$ cat config.mk
export PLATFORM = sky130hd
export DESIGN_NAME = text_console_cursor_engine
export DESIGN_NICKNAME = d
export VERILOG_FILES = /design/src/sv/tcc_pkg.sv /design/src/sv/tcc_cfg.sv /design/src/sv/tcc_step.sv /design/src/sv/text_console_cursor_engine.sv
export SDC_FILE = /design/constraint.sdc
export NUM_CORES = 1
export LEC_CHECK = 0
export BUFFER_PORTS_ARGS = -buffer_cell sky130_fd_sc_hd__buf_2
export CAP_MARGIN = 20
export CORE_AREA = 2 2 144 202
export CTS_CLUSTER_SIZE = 16
export DETAILED_ROUTE_END_ITERATION = 10
export DIE_AREA = 0 0 146 204
export GPL_TIMING_DRIVEN = 0
export PLACE_DENSITY = 0.58
export SYNTH_ARGS = -nofsm -noshare
export SYNTH_HDL_FRONTEND = slang
export SYNTH_SLANG_ARGS = --single-unit
export TNS_END_PERCENT = 30
$ cat constraint.sdc
create_clock -name clk -period 20 [get_ports clk]
set_clock_uncertainty 0.1 [all_clocks]
set_input_delay 2 -clock clk [delete_from_list [all_inputs] [get_ports clk]]
set_output_delay 2 -clock clk [all_outputs]
set_load 0.01 [all_outputs]
$ cat src/sv/tcc_pkg.sv
package tcc_pkg;

	// Bytes per character cell in the frame buffer (character byte and attribute byte).
	localparam int CELL_BYTES = 2;

	// Request kinds.
	localparam logic [1:0] REQ_PUT   = 2'd0;
	localparam logic [1:0] REQ_SET   = 2'd1;
	localparam logic [1:0] REQ_CLEAR = 2'd2;

	// Control characters.
	localparam logic [7:0] CH_BACKSPACE = 8'd8;
	localparam logic [7:0] CH_TAB       = 8'd9;
	localparam logic [7:0] CH_NEWLINE   = 8'd10;
	localparam logic [8:0] TAB_STEP     = 9'd4;

	// Configuration register indexes.
	localparam logic [1:0] CFG_COLUMNS = 2'd0;
	localparam logic [1:0] CFG_ROWS    = 2'd1;
	localparam logic [1:0] CFG_ATTR    = 2'd2;

	// Reset values of the configuration registers.
	localparam logic [7:0] COLUMNS_RST = 8'd80;
	localparam logic [7:0] ROWS_RST    = 8'd25;
	localparam logic [7:0] ATTR_RST    = 8'd15;

	// Smallest usable geometry.
	localparam logic [7:0] MIN_COLUMNS = 8'd4;
	localparam logic [7:0] MIN_ROWS    = 8'd1;

	typedef struct packed {
		logic [7:0] row_in;
		logic [7:0] col_in;
		logic [7:0] char_code;
		logic [1:0] req_type;
	} item_t;

	typedef struct packed {
		logic [15:0] cursor_pos;
		logic        screen_clear;
		logic [7:0]  cell_attr;
		logic [7:0]  cell_char;
		logic [16:0] cell_byte_addr;
		logic        cell_write;
	} result_t;

	// Effective screen geometry and attribute.
	typedef struct packed {
		logic [7:0] ncol;
		logic [7:0] nrow;
		logic [7:0] attr;
	} geom_t;

endpackage

$ cat src/sv/tcc_cfg.sv
module tcc_cfg
	import tcc_pkg::*;
(
	input  logic       clk,
	input  logic       arst_n,
	input  logic       cfg_wr_en,
	input  logic [1:0] cfg_index,
	input  logic [7:0] cfg_data,
	output geom_t      geom
);

	logic [7:0] columns_q;
	logic [7:0] rows_q;
	logic [7:0] attr_q;

	// Register writes; an index past the list is ignored.
	always_ff @(posedge clk or negedge arst_n) begin
		if (!arst_n) begin
			columns_q <= COLUMNS_RST;
			rows_q    <= ROWS_RST;
			attr_q    <= ATTR_RST;
		end else if (cfg_wr_en) begin
			unique case (cfg_index)
				CFG_COLUMNS: columns_q <= cfg_data;
				CFG_ROWS:    rows_q    <= cfg_data;
				CFG_ATTR:    attr_q    <= cfg_data;
				default: ;
			endcase
		end
	end

	// Geometry below the minimum is used at the minimum.
	assign geom.ncol = (columns_q < MIN_COLUMNS) ? MIN_COLUMNS : columns_q;
	assign geom.nrow = (rows_q == 8'd0) ? MIN_ROWS : rows_q;
	assign geom.attr = attr_q;

endmodule

$ cat src/sv/tcc_step.sv
module tcc_step
	import tcc_pkg::*;
(
	input  item_t      item,
	input  geom_t      geom,
	input  logic [7:0] cur_col,
	input  logic [7:0] cur_row,
	output logic [7:0] next_col,
	output logic [7:0] next_row,
	output result_t    res
);

	logic [8:0]  col_w;
	logic [8:0]  row_w;
	logic [7:0]  wr_col;
	logic        wr;
	logic [7:0]  wch;
	logic        clr;
	logic        on_screen;
	logic [15:0] wr_lin;
	logic [15:0] pos_lin;

	assign on_screen = (cur_col < geom.ncol) && (cur_row < geom.nrow);

	// Cursor movement and cell write for one request.
	always_comb begin
		next_col = cur_col;
		next_row = cur_row;
		col_w    = {1'b0, cur_col};
		row_w    = {1'b0, cur_row};
		wr_col   = cur_col;
		wr       = 1'b0;
		wch      = 8'd0;
		clr      = 1'b0;
		unique case (item.req_type)
			REQ_SET: begin
				next_col = (item.col_in >= geom.ncol) ? geom.ncol - 8'd1 : item.col_in;
				next_row = (item.row_in >= geom.nrow) ? geom.nrow - 8'd1 : item.row_in;
			end
			REQ_CLEAR: begin
				next_col = 8'd0;
				next_row = 8'd0;
				clr      = 1'b1;
			end
			REQ_PUT: begin
				if (on_screen) begin
					unique case (item.char_code)
						CH_NEWLINE: begin
							col_w = 9'd0;
							row_w = row_w + 9'd1;
						end
						CH_BACKSPACE: begin
							// At the origin backspace leaves everything alone.
							if (cur_col != 8'd0) begin
								col_w  = col_w - 9'd1;
								wr_col = cur_col - 8'd1;
								wr     = 1'b1;
							end else if (cur_row != 8'd0) begin
								col_w = {1'b0, geom.ncol} - 9'd1;
								row_w = row_w - 9'd1;
							end
						end
						CH_TAB: begin
							col_w = col_w + TAB_STEP;
						end
						default: begin
							wr    = 1'b1;
							wch   = item.char_code;
							col_w = col_w + 9'd1;
						end
					endcase
					// Column overflow wraps into the next row.
					if (col_w >= {1'b0, geom.ncol}) begin
						col_w = col_w - {1'b0, geom.ncol};
						row_w = row_w + 9'd1;
					end
					// Running off the bottom clears the screen and homes the cursor.
					if (row_w >= {1'b0, geom.nrow}) begin
						col_w = 9'd0;
						row_w = 9'd0;
						clr   = 1'b1;
					end
					next_col = col_w[7:0];
					next_row = row_w[7:0];
				end
			end
			default: ;
		endcase
	end

	// Linear cell index of the write and of the new cursor.
	assign wr_lin  = ({8'd0, cur_row} * {8'd0, geom.ncol}) + {8'd0, wr_col};
	assign pos_lin = ({8'd0, next_row} * {8'd0, geom.ncol}) + {8'd0, next_col};

	assign res.cell_write     = wr;
	assign res.cell_byte_addr = wr ? 17'(wr_lin * CELL_BYTES) : 17'd0;
	assign res.cell_char      = wch;
	assign res.cell_attr      = wr ? geom.attr : 8'd0;
	assign res.screen_clear   = clr;
	assign res.cursor_pos     = pos_lin;

endmodule

$ cat src/sv/text_console_cursor_engine.sv
// Text console cursor engine: takes one request per clock (put character, set cursor,
// clear screen) and returns exactly one result per request, holding a cell write,
// a clear flag and the new linear cursor position. Throughput is one transaction per
// cycle while the result side is not stalled. An accepted request is held in the input
// register, and its result is loaded into the result register once that register is
// free or being drained. One transaction per cycle is possible because the cursor
// update (compares, an add and a subtract on 8-bit values) is combinational between
// the input register and the cursor registers; the 8x8 multiply for the addresses lies
// only on the result path. A stalled result side holds both registers, and the input
// side stalls once both are full. Write the configuration registers only while no
// request is in flight.
module text_console_cursor_engine
	import tcc_pkg::*;
(
	input  logic        clk,
	input  logic        arst_n,
	input  logic        cfg_wr_en,
	input  logic [1:0]  cfg_index,
	input  logic [7:0]  cfg_data,
	input  logic        s_axis_tvalid,
	output logic        s_axis_tready,
	input  logic [31:0] s_axis_tdata,  // req_type, char_code, col_in, row_in, zero pad
	output logic        m_axis_tvalid,
	input  logic        m_axis_tready,
	output logic [55:0] m_axis_tdata   // cell_write, cell_byte_addr, cell_char,
	                                   // cell_attr, screen_clear, cursor_pos, zero pad
);

	geom_t      geom;
	item_t      item_s1;
	logic       valid_s1;
	result_t    res;
	result_t    res_q;
	logic       out_valid_q;
	logic [7:0] col_q;
	logic [7:0] row_q;
	logic [7:0] next_col;
	logic [7:0] next_row;
	logic       advance;

	tcc_cfg u_cfg (
		.clk       (clk),
		.arst_n    (arst_n),
		.cfg_wr_en (cfg_wr_en),
		.cfg_index (cfg_index),
		.cfg_data  (cfg_data),
		.geom      (geom)
	);

	tcc_step u_step (
		.item     (item_s1),
		.geom     (geom),
		.cur_col  (col_q),
		.cur_row  (row_q),
		.next_col (next_col),
		.next_row (next_row),
		.res      (res)
	);

	// The held item moves on when the result register is free or being drained.
	assign advance       = !out_valid_q || m_axis_tready;
	assign s_axis_tready = !valid_s1 || advance;

	// Input register.
	always_ff @(posedge clk or negedge arst_n) begin
		if (!arst_n) begin
			valid_s1 <= 1'b0;
		end else if (s_axis_tready) begin
			valid_s1 <= s_axis_tvalid;
		end
	end

	always_ff @(posedge clk) begin
		if (s_axis_tvalid && s_axis_tready) begin
			item_s1 <= item_t'(s_axis_tdata[25:0]);
		end
	end

	// Cursor state and result register update together when an item is processed.
	always_ff @(posedge clk or negedge arst_n) begin
		if (!arst_n) begin
			col_q       <= 8'd0;
			row_q       <= 8'd0;
			out_valid_q <= 1'b0;
		end else if (advance) begin
			out_valid_q <= valid_s1;
			if (valid_s1) begin
				col_q <= next_col;
				row_q <= next_row;
			end
		end
	end

	always_ff @(posedge clk) begin
		if (advance && valid_s1) begin
			res_q <= res;
		end
	end

	assign m_axis_tvalid = out_valid_q;
	assign m_axis_tdata  = {5'd0, res_q};

endmodule
# Yosys cells after proc, flatten, opt, wreduce, memory -nomap -nowiden
# Cells that the tools add are included.
# totals
ff_bits,119
in_bits,47
output_inout_bits,58
# classes
add_sub_neg,13
n_mul,2
n_lt_le_gt_ge,7
n_eq_ne,7
mux,35
bitwise,2
reduce_logical,18
# op_table
operator,n
2-to-1 mux 8 bit,13
2-to-1 mux 9 bit,11
case mux 8 bit (3 select lines),2
adder 16 x 8 -> 16 bit,2
multiplier 8 x 8 -> 16 bit,2
case mux 9 bit (3 select lines),1
"subtractor 8 x 1 -> 9 bit, second input constant",3
"== test 8 x 4 -> 1 bit, second input constant",3
"subtractor 8 x 1 -> 8 bit, second input constant",3
"adder 8 x 1 -> 9 bit, second input constant",2
greater-or-equal comparator 9 x 8 -> 1 bit,2
case mux 9 bit (2 select lines),1
greater-or-equal comparator 8 bit,2
< comparator 8 bit,2
nonzero test 8 bit,2
"adder 8 x 3 -> 9 bit, second input constant",1
"adder 9 x 1 -> 9 bit, second input constant",1
logical NOT 8 bit,1
"< comparator 8 x 3 -> 1 bit, second input constant",1
AND reduction 2 bit,4
subtractor 8 bit,1
2-to-1 mux 1 bit,5
OR reduction 5 bit,1
"== test 2 x 1 -> 1 bit, second input constant",2
other kinds (8),16

# Logic depth before layout (Yosys ltp)
# Gate-level depths: netlist of run 1.
# depth
ltp_word,18
depth_mapped,49
mapped_depth_nobuf,46

# By module
# Synthesis of run 1 repeated with hierarchy kept, for this count alone.
# unflattened
hier_cells,1380
hier_area_um2,13012.5
# by_module_without_submodules
module,n_inst,cells_per_inst,area_each_um2,seq_area_each_um2
tcc_step,1,1184,8898.5,0.0
text_console_cursor_engine,1,125,3094.2,2762.6
tcc_cfg,1,71,1019.7,611.8

# Worst setup path before layout of run 1
# Ideal clock, no wire load.
# synth_path
path_kind,register to register
start,register u_cfg.columns_q[3]
end,"register res_q (netlist bit m_axis_tdata[49]), data pin"
arrival_ps,9782
required_ps,19634
slack_ps,9853
path_stages_with_launch,47
synth_period_minus_slack_ps,10147
path_cell_list,dfrtp_1 > clkbuf_1 > nor4_2 > nand2_1 > and2_1 > clkbuf_1 > clkbuf_1 > inv_1 > ha_1 > nor3b_1 > o311ai_0 > o21ai_0 > o2111ai_1 > a22oi_1 > ha_1 > or4_1 > o21ai_0 > a211oi_1 > (+11 left out) > nand2_1 > fa_1 > fa_1 > inv_1 > ha_1 > inv_1 > fa_1 > inv_1 > ha_1 > a21o_1 > a21oi_1 > nand2b_1 > a21boi_0 > o21ai_0 > nand2b_1 > a41o_1 > o41ai_1 > xnor2_1
# synth_rtl
element,line_no,rtl
from (decl),tcc_cfg.sv:12,logic [7:0] columns_q;
from (signal assigned),tcc_cfg.sv:24,CFG_COLUMNS: columns_q <= cfg_data;
to (signal assigned),text_console_cursor_engine.sv:96,res_q <= res;
to (decl),text_console_cursor_engine.sv:33,result_t res_q;

==> key figures, run 1 <==
Run status
  – Status: complete, no violations

Timing
  – Final Cycle Share: 64.7%
  – Unrepaired setup endpoints after global routing: false
  – Fin Setup TNS: 0 ns
  – Fmax: 0.0773 GHz
  – Slew headroom: 30.3%
  – Final setup fails: 0
  – Final hold violation count: 0
  – Slew Viols, Final: 0
  – WHS: 0.399 ns
  – Min Tclk post-route: 12.94 ns
  – Worst slew pin tran: 1.04 ns
  – Fin worst setup slack: 7.06 ns

Layout
  – Layout cells sized above 1: 13.7%
  – Fin nets: 1,729
  – Area occupied by multi-input gates: 0.00819 mm^2
  – Fin area: 0.0140 mm^2
  – N_diodes: 0
  – Area Overhead vs Synth: 12.5%
  – Filler cell count in the final layout: 2,788
  – Reg area: 0.00334 mm^2

Yosys
  – Async SR Flop Fraction: 35.6%
  – Synth Instances: 1,349
  – Largest cells by area after synthesis: edfxtp_1 (18%), fa_1 (14%), ha_1 (13%), dfrtp_1 (6.6%), inv_1 (5.2%)
  – Area leader, netlist: edfxtp_1
  – Syn Area/Cell: 9.22 um^2
  – Top-count cell post-synth: inv_1
  – Sequential fraction of the synthesis area: 26.9%
  – Yosys warnings: 0
  – Synth Register Bits: 118
  – Post-synth top area share: 18.3%
  – Main synth FF type: edfxtp_1
  – Netlist cell types: 91
  – Syn Std Cell Area: 0.0124 mm^2
  – Synth top cells by count: inv_1 (172), nand2_1 (141), ha_1 (127), nor2_1 (96), fa_1 (89)
  – EDFF count, synth: 76

Floorplan
  – Initial Util: 44.2%
  – Die X: 146 um
  – Core ar.: 0.0281 mm^2
  – Die area: 0.0298 mm^2
  – FP Rows: 73
  – # IOs: 105
  – Die H: 204 um

Place
  – Placed cell areas: 0.0134 mm^2
  – Gpl congestion: 0.936
  – Port-buffer cells: 92
  – Dpl hpwl: 30.0 mm
  – Post-Place Setup Slack: 7.26 ns

Worst setup path
  – Critical Path End Type: flip-flop
  – Critical Path End: m_axis_tdata[49]
  – Worst R2R Start: u_cfg.columns_q[3]
  – Critical path peak fanout: 10
  – Max incr delay on CP: 0.67 ns
  – Worst Setup SP: u_cfg.columns_q[3]
  – Critical path's slowest cell: nor4_2
  – Worst reg2reg setup slack: 7.06 ns
  – CP Launch Type: flip-flop
  – CP most frequent cell: ha_1
  – Reg2Reg Capture Point: m_axis_tdata[49]
  – R2r worst-path depth: 46
  – CP Class: reg -> reg
  – Critical Path AT: 13.02 ns
  – Worst EP required: 20.09 ns

Detailed routing
  – DRT antenna net count: 0
  – Drt drc: 0
  – WL/cell: 20.4 um
  – Routed vias/inst: 5.58
  – Via count: 10,347
  – Routed WL: 37.9 mm
  – Initial DRC Count: 651
  – Drt pass-1 iters: 6

Power
  – Tot Pwr: 2.27 mW
  – Worst vdd ir: 88.9 uV
  – Pwr dens: 162 mW/mm^2
  – Static Leak: 6.40 nW

Clock tree
  – Cts hold-fix bufs: 0
  – CTS max path bufs: 2
  – CTS Buf Count: 17
  – Clk slew on worst S/H paths: 0.06 ns
  – Clk Latency, worst-skew pair: 0.46 ns
  – CTS tree: built
  – Clock root cell: clkbuf_16
  – H-Tree Depth: 4
  – Post-CTS sizing: 0
  – CTS sink count: 118
  – Post-CTS setup buffers: 0

Global routing
  – Vias in the first global route: 10,655
  – Largest net degree at the start of global routing: 60
  – Antenna violations before repair: 0
  – First-pass GRT wire length: 60.3 mm
  – Total Routing Usage GR: 26.7%
  – Gr ovfl total: 0

Run
  – Max cap viols: 0

Min path
  – Hold Path Origin: u_cfg.attr_q[7]
  – Hold Path Class: reg -> reg
[worst min-delay path by stage]
stage	to	slack [ns]	depth (start not counted)
final	u_cfg.attr_q[7]	0.40	1
after global routing	m_axis_tvalid	0.41	1
after CTS	u_cfg.attr_q[7]	0.40	1
after detailed placement	u_cfg.attr_q[7]	0.39	1
after global placement	m_axis_tvalid	0.37	1
after floorplan	m_axis_tvalid	0.36	1
[critical path, delay by kind of cell (launching register included)]
family / cells / cell delay (ns)
adders and majority gates: 8 / 3.10
and+or+nand+nor: 10 / 2.55
buffers and inverters: 8 / 1.48
DFF: 1 / 0.36
xor gates and xnor gates: 2 / 0.50
AOI/OAI and AO/OA: 18 / 4.55
[layout make-up]
| class | instances | share of cell area, % |
|---|---|---|
| Buffer | 60 | 1.97 |
| Clock buffer | 21 | 3.52 |
| Clock inverter | 11 | 0.608 |
| Inverter | 174 | 4.67 |
| Multi-Input combinational cell | 1002 | 58.6 |
| Sequential cell | 118 | 23.9 |
| Tap cell | 375 | 3.35 |
| Timing Repair Buffer | 93 | 3.43 |
[logic make-up (layout without fill, tap and decap cells)]
| logic type | Yosys count | count (layout) | synth area share (%) |
|---|---|---|---|
| AO/OA/AOI/OAI | 266 | 266 | 14.9 |
| buffers and inverters | 234 | 359 | 7.43 |
| other | 1 | 6 | 0.0301 |
| XOR/XNOR | 43 | 43 | 3.09 |
| multiplexers | 33 | 33 | 2.92 |
| flip-flops | 118 | 118 | 26.9 |
| AND/OR/NAND/NOR | 438 | 438 | 17.6 |
| adder cells (fa/ha/maj) | 216 | 216 | 27.1 |
[power by group]
part	leakage, nW	total [mW]	switching [mW]	internal, mW
logic	4.88	1.57	0.942	0.631
registers	1.24	0.385	0.0370	0.348
clock network	0.285	0.308	0.131	0.178
[stage by stage]
stage          instances  util, %
3_3_place_gp        1821     47.6
6_report            1854     49.7
2_1_floorplan       1354        -
4_1_cts             1853     49.7
3_5_place_dp        1821     47.6
5_1_grt             1854     49.7
[flip-flops by register name, summed over array words and instances (netlist names)]
name             cells
m_axis_tdata        50
item_s1             26
u_cfg.attr_q         8
u_cfg.columns_q      8
col_q                8
valid_s1             1
row_q                8
m_axis_tvalid        1
u_cfg.rows_q         8
[placed cells by master (no fill, tap or decap), types with 8 or more instances in the layout]
cell type  instances
xor2_1             9
nand4_1            8
mux2_2            26
dfrtp_1           33
buf_2             96
nand2_1          141
fa_1              89
ha_1             127
edfxtp_1          76
o21ai_0           55
clkbuf_16         19
clkbuf_1          45
dfstp_2            9
inv_1            172
and2_1            60
xnor2_1           33
nor2_1            96
a22oi_1            8
a21oi_1           57
nor4_1             8
or3_1              8
o21a_1             9
a211oi_1           9
and3_1            13
nor2b_1           10
nand3_1           23
nand2b_1          11
a31oi_1            8
a21o_1            21
nor3_1            24
[layer usage]
metal	up-vias	GRT usage, %	routed length, um
met5	-	0	0
met4	0	12.5	1610
met3	78	3.08	1490
met2	344	48.2	19100
met1	5035	31.7	15700
li1	4890	-	-
Note: power is estimated with default switching activity, not from simulation.
==> run 2, diff against run 1 <==
--- a/config.mk
+++ b/config.mk
@@ -12,7 +12,7 @@
 export DETAILED_ROUTE_END_ITERATION = 10
 export DIE_AREA = 0 0 146 204
 export GPL_TIMING_DRIVEN = 0
-export PLACE_DENSITY = 0.58
+export PLACE_DENSITY = 0.61
 export SYNTH_ARGS = -nofsm -noshare
 export SYNTH_HDL_FRONTEND = slang
 export SYNTH_SLANG_ARGS = --single-unit
==> constraint.sdc (replaced) <==
create_clock -name clk -period 10.5 [get_ports clk]
set_clock_uncertainty 0.1 [all_clocks]
set_input_delay 1.05 -clock clk [delete_from_list [all_inputs] [get_ports clk]]
set_output_delay 1.05 -clock clk [all_outputs]
set_load 0.01 [all_outputs]
==> key figures, run 2 (same netlist as run 1, synthesis figures left out) <==
Run status
  – Status: complete, no violations

Worst setup path
  – Critical path peak fanout: 6
  – Worst Path Buf+Inv: 8
  – Critical path's slowest cell: dfstp_2
  – Critical Path End Type: flip-flop
  – R2r worst-path depth: 43
  – CP top delay family: compound AO/OA/AOI/OAI gates
  – Max incr delay on CP: 0.56 ns
  – Cell count along the critical path: 43
  – CP Class: reg -> reg
  – Critical Path AT: 10.30 ns
  – Worst EP required: 10.59 ns
  – CP Launch Type: flip-flop

Clock tree
  – CTS tree: built
  – H-Tree Depth: 4
  – CTS sink count: 118
  – CTS Buf Count: 17
  – Clk Latency, worst-skew pair: 0.46 ns
  – Clk slew on worst S/H paths: 0.06 ns
  – Clock root cell: clkbuf_16
  – CTS max path bufs: 2

Detailed routing
  – Drt drc: 0
  – Drt pass-1 iters: 8
  – WL/cell: 20.6 um
  – Routed vias/inst: 5.68
  – Initial DRC Count: 889
  – Via count: 10,739
  – Routed WL: 39.0 mm
  – DRT antenna net count: 0

Layout
  – Max reg flops: 50
  – Layout cells sized above 1: 21.1%
  – Most frequent cells in the layout: inv_1 (167), nand2_1 (139), ha_1 (120), buf_2 (94), nor2_1 (92)
  – Area Overhead vs Synth: 19.0%
  – Fin area: 0.0148 mm^2
  – Post-route insts no fill: 1,890
  – N_diodes: 0
  – Commonest non-fill, non-tap cell in the layout: inv_1
  – Fin nets: 1,765
  – Final Core Density: 52.6%

Place
  – Gpl congestion: 0.945
  – Placed Cells: 1,821
  – Dpl hpwl: 29.7 mm
  – Placed cell areas: 0.0134 mm^2
  – Post-Place Setup Slack: -2.16 ns
  – Port-buffer cells: 92

Timing
  – Slew Viols, Final: 0
  – Final setup fails: 0
  – Slew headroom: 30.2%
  – Final Cycle Share: 97.2%
  – Worst slew pin tran: 1.04 ns
  – Final hold violation count: 0
  – Fin worst setup slack: 0.292 ns
  – Min Tclk post-route: 10.21 ns
  – Fmax: 0.0980 GHz

Power
  – Net Sw Frac: 48.6%
  – Worst vdd ir: 208 uV
  – Internal power: 2.39 mW
  – Static Leak: 6.70 nW
  – Pwr dens: 314 mW/mm^2
  – Gate power share: 71.0%
  – Switching power: 2.26 mW
  – Flop pwr share: 16.2%
  – Clock power share: 12.8%

Floorplan
  – FP Rows: 73
  – Die X: 146 um
  – Die H: 204 um
  – Initial Util: 44.2%
  – # IOs: 105
  – Die area: 0.0298 mm^2
  – Core ar.: 0.0281 mm^2

Run
  – Max cap viols: 0

Global routing
  – Gr ovfl total: 0
  – Largest net degree at the start of global routing: 60
  – Antenna violations before repair: 0
  – Total Routing Usage GR: 26.9%
  – First-pass GRT wire length: 60.6 mm
  – Vias in the first global route: 10,684

Min path
  – Hold Path Class: in -> async
[run 2: changes by cell type in the layout (fill, tap and decap cells not counted), moves of 5 or more]
| cell | delta |
|---|---|
| buf_4 | +43 |
| clkbuf_1 | -13 |
| dfrtp_1 | -7 |
| dfrtp_2 | +7 |
| ha_1 | -7 |
| ha_4 | +5 |
| inv_1 | -5 |
| o21ai_0 | -11 |
| o21ai_1 | +7 |
[run 2: final cells by class]
cell class | instances | area, um^2
buffer | 52 | 282
clock buffer | 19 | 475
clock inverter | 13 | 106
fill | 2669 | 13300
inverter | 174 | 674
multi-input combinational | 1003 | 8640
sequential | 118 | 3350
tap | 375 | 469
timing repair buffer | 136 | 803
[run 2: worst paths after layout]
| path | startpoint | to | slack, ns |
|---|---|---|---|
| worst max-delay path | u_cfg.columns_q[4] | m_axis_tdata[50] | 0.29 |
| worst min-delay path | arst_n | row_q[4] | 0.37 |
| worst max register to register | u_cfg.columns_q[4] | m_axis_tdata[50] | 0.29 |
| worst min register to register | u_cfg.attr_q[4] | u_cfg.attr_q[4] | 0.40 |
| max in group asynchronous | arst_n | u_cfg.columns_q[6] | 9.37 |
| min in group clk | u_cfg.attr_q[4] | u_cfg.attr_q[4] | 0.40 |
[run 2: routing by layer]
| metal | global-route usage, % | wire [um] | vias up |
|---|---|---|---|
| met5 | 0 | 0 | - |
| met4 | 14.0 | 2030 | 0 |
| met3 | 3.86 | 1960 | 104 |
| met2 | 47.4 | 19500 | 400 |
| met1 | 31.8 | 15500 | 5252 |
| li1 | - | - | 4983 |
[run 2: repair_timing]
| item | in CTS | in global routing |
|---|---|---|
| setup buffers | 15 | 27 |
| hold buffers | 0 | 0 |
| setup endpoints to repair | 13 | 7 |
| pin swaps | 10 | 28 |
| gates cloned | 1 | 0 |
| resized for setup | 65 | 63 |
[run 2: power groups by stage]
stage	combinational, mW	sequential (mW)	clock [mW]
finish	3.30	0.752	0.595
global route	3.74	0.764	0.625
CTS	3.14	0.746	0.608
detailed placement	2.98	0.742	0
global placement	2.94	0.742	0
floorplan	2.22	0.745	0
[run 2: per-stage QoR]
step,power [mW],TNS (ns),hold WS [ns]
2_1_floorplan,2.96,0,0.357
3_3_place_gp,3.68,-17.16,0.367
3_5_place_dp,3.72,-16.59,0.387
4_1_cts,4.50,0,0.404
5_1_grt,5.13,-0.0610,0.366
6_report,4.65,0,0.369
==> run 3, diff against run 2 <==
--- a/config.mk
+++ b/config.mk
@@ -12,7 +12,7 @@
 export DETAILED_ROUTE_END_ITERATION = 10
 export DIE_AREA = 0 0 146 204
 export GPL_TIMING_DRIVEN = 0
-export PLACE_DENSITY = 0.61
+export PLACE_DENSITY = 0.58
 export SYNTH_ARGS = -nofsm -noshare
 export SYNTH_HDL_FRONTEND = slang
 export SYNTH_SLANG_ARGS = --single-unit
==> constraint.sdc (replaced) <==
create_clock -name clk -period 11.85 [get_ports clk]
set_clock_uncertainty 0.1 [all_clocks]
set_input_delay 1.185 -clock clk [delete_from_list [all_inputs] [get_ports clk]]
set_output_delay 1.185 -clock clk [all_outputs]
set_load 0.01 [all_outputs]
==> key figures, run 3 (same netlist as run 1, synthesis figures left out) <==
Run status
  – Status: complete, no violations

Place
  – Dpl hpwl: 30.0 mm
  – Post-Place Setup Slack: -0.886 ns
  – Gpl congestion: 0.936
  – Placed Cells: 1,821
  – Placed cell areas: 0.0134 mm^2
  – Port-buffer cells: 92

Floorplan
  – Die H: 204 um
  – Die X: 146 um
  – FP Rows: 73
  – # IOs: 105
  – Die area: 0.0298 mm^2
  – Core ar.: 0.0281 mm^2
  – Initial Util: 44.2%

Layout
  – Commonest non-fill, non-tap cell in the layout: inv_1
  – Max reg flops: 50
  – Final Core Density: 50.5%
  – Area Overhead vs Synth: 14.1%
  – N_diodes: 0
  – Post-route insts no fill: 1,860
  – Area occupied by multi-input gates: 0.00832 mm^2
  – Layout cells sized above 1: 15.6%
  – Fin nets: 1,735
  – Filler cell count in the final layout: 2,770
  – Reg area: 0.00335 mm^2
  – Most frequent cells in the layout: inv_1 (171), nand2_1 (141), ha_1 (127), buf_2 (96), nor2_1 (93)
  – Fin area: 0.0142 mm^2

Clock tree
  – H-Tree Depth: 4
  – Clk slew on worst S/H paths: 0.06 ns
  – CTS tree: built
  – CTS sink count: 118
  – Clock root cell: clkbuf_16
  – CTS Buf Count: 17
  – Clk Latency, worst-skew pair: 0.46 ns
  – Cts hold-fix bufs: 0
  – CTS max path bufs: 2

Timing
  – Final Cycle Share: 94.9%
  – Final hold violation count: 0
  – Final setup fails: 0
  – WHS: 0.394 ns
  – Fmax: 0.0889 GHz
  – Unrepaired setup endpoints after global routing: false
  – Slew headroom: 14.5%
  – Fin Setup TNS: 0 ns
  – Worst slew pin tran: 1.27 ns
  – Slew Viols, Final: 0
  – Fin worst setup slack: 0.602 ns
  – Min Tclk post-route: 11.25 ns

Global routing
  – First-pass GRT wire length: 60.5 mm
  – Largest net degree at the start of global routing: 60
  – Antenna violations before repair: 0
  – Gr ovfl total: 0
  – Vias in the first global route: 10,718
  – Total Routing Usage GR: 26.8%

Detailed routing
  – Initial DRC Count: 751
  – Routed WL: 38.2 mm
  – Routed vias/inst: 5.61
  – WL/cell: 20.5 um
  – Drt pass-1 iters: 5
  – Drt drc: 0
  – DRT antenna net count: 0
  – Via count: 10,442

Worst setup path
  – CP top delay family: compound AO/OA/AOI/OAI gates
  – Critical path's slowest cell: dfstp_2
  – Worst EP required: 11.94 ns
  – Max incr delay on CP: 0.70 ns
  – CP Class: reg -> reg
  – CP Launch Type: flip-flop
  – Critical Path End Type: flip-flop
  – Critical Path AT: 11.33 ns
  – Worst Path Buf+Inv: 6
  – Critical path peak fanout: 10

Power
  – Tot Pwr: 3.91 mW
  – Pwr dens: 275 mW/mm^2
  – Static Leak: 6.48 nW
  – Worst vdd ir: 150 uV

Min path
  – Hold Path Class: reg -> reg

Run
  – Max cap viols: 0
[run 3: cell types whose count changed in the layout (fill, tap and decap cells not counted), sizes merged]
cell and delta:
clkinvlp -3, buf -32, clkbuf +5, inv -1
clkinv +2, o21ai -1
[run 3: worst register-to-register path, delay by kind of cell, from the launching register on]
| family | cells | cell delay, ns |
|---|---|---|
| compound gates | 15 | 3.43 |
| xor+xnor | 2 | 0.44 |
| fa+ha+maj | 8 | 3.37 |
| buf+inv | 6 | 0.83 |
| flops | 1 | 0.70 |
| simple gates | 9 | 2.12 |
[run 3: cell type report]
| type | count | area share, % |
|---|---|---|
| clock buffers | 21 | 3.47 |
| flip-flops and latches | 118 | 23.6 |
| inverters | 174 | 4.60 |
| well taps | 375 | 3.30 |
| clock inverters | 11 | 0.599 |
| repair buffers | 102 | 3.95 |
| multi-input cells | 1002 | 58.6 |
| plain buffers | 57 | 1.90 |
[run 3: power by group]
group | total (mW) | leakage (nW) | switching (mW) | internal, mW
Clock | 0.522 | 0.285 | 0.222 | 0.300
Sequential | 0.655 | 1.24 | 0.0679 | 0.588
Combinational | 2.73 | 4.95 | 1.62 | 1.11
Total | 3.91 | 6.48 | 1.91 | 2.00
[run 3: worst paths after layout]
kind / start / endpoint / slack, ns / depth (start not counted)
max in group asynchronous: arst_n / u_cfg.columns_q[6] / 10.66 / 2
worst max register to register: u_cfg.columns_q[4] / m_axis_tdata[49] / 0.60 / 40
worst min register to register: valid_s1 / m_axis_tvalid / 0.39 / 1
min in group asynchronous: arst_n / u_cfg.rows_q[5] / 0.47 / 1
worst min-delay path: valid_s1 / m_axis_tvalid / 0.39 / 1
worst max-delay path: u_cfg.columns_q[4] / m_axis_tdata[49] / 0.60 / 40
[run 3: routing by layer]
metal | global-route usage, % | vias up | wire [um]
met5 | 0 | - | 0
met4 | 12.5 | 0 | 1590
met3 | 3.08 | 78 | 1540
met2 | 48.6 | 359 | 19500
met1 | 31.6 | 5098 | 15600
li1 | - | 4907 | -
[run 3: timing repair]
action / in CTS / in global routing
cloned: 0 / 0
endpoints found under the setup margin: 8 / 7
setup buffers: 6 / 3
gates resized for setup: 10 / 28
pin swaps: 3 / 5
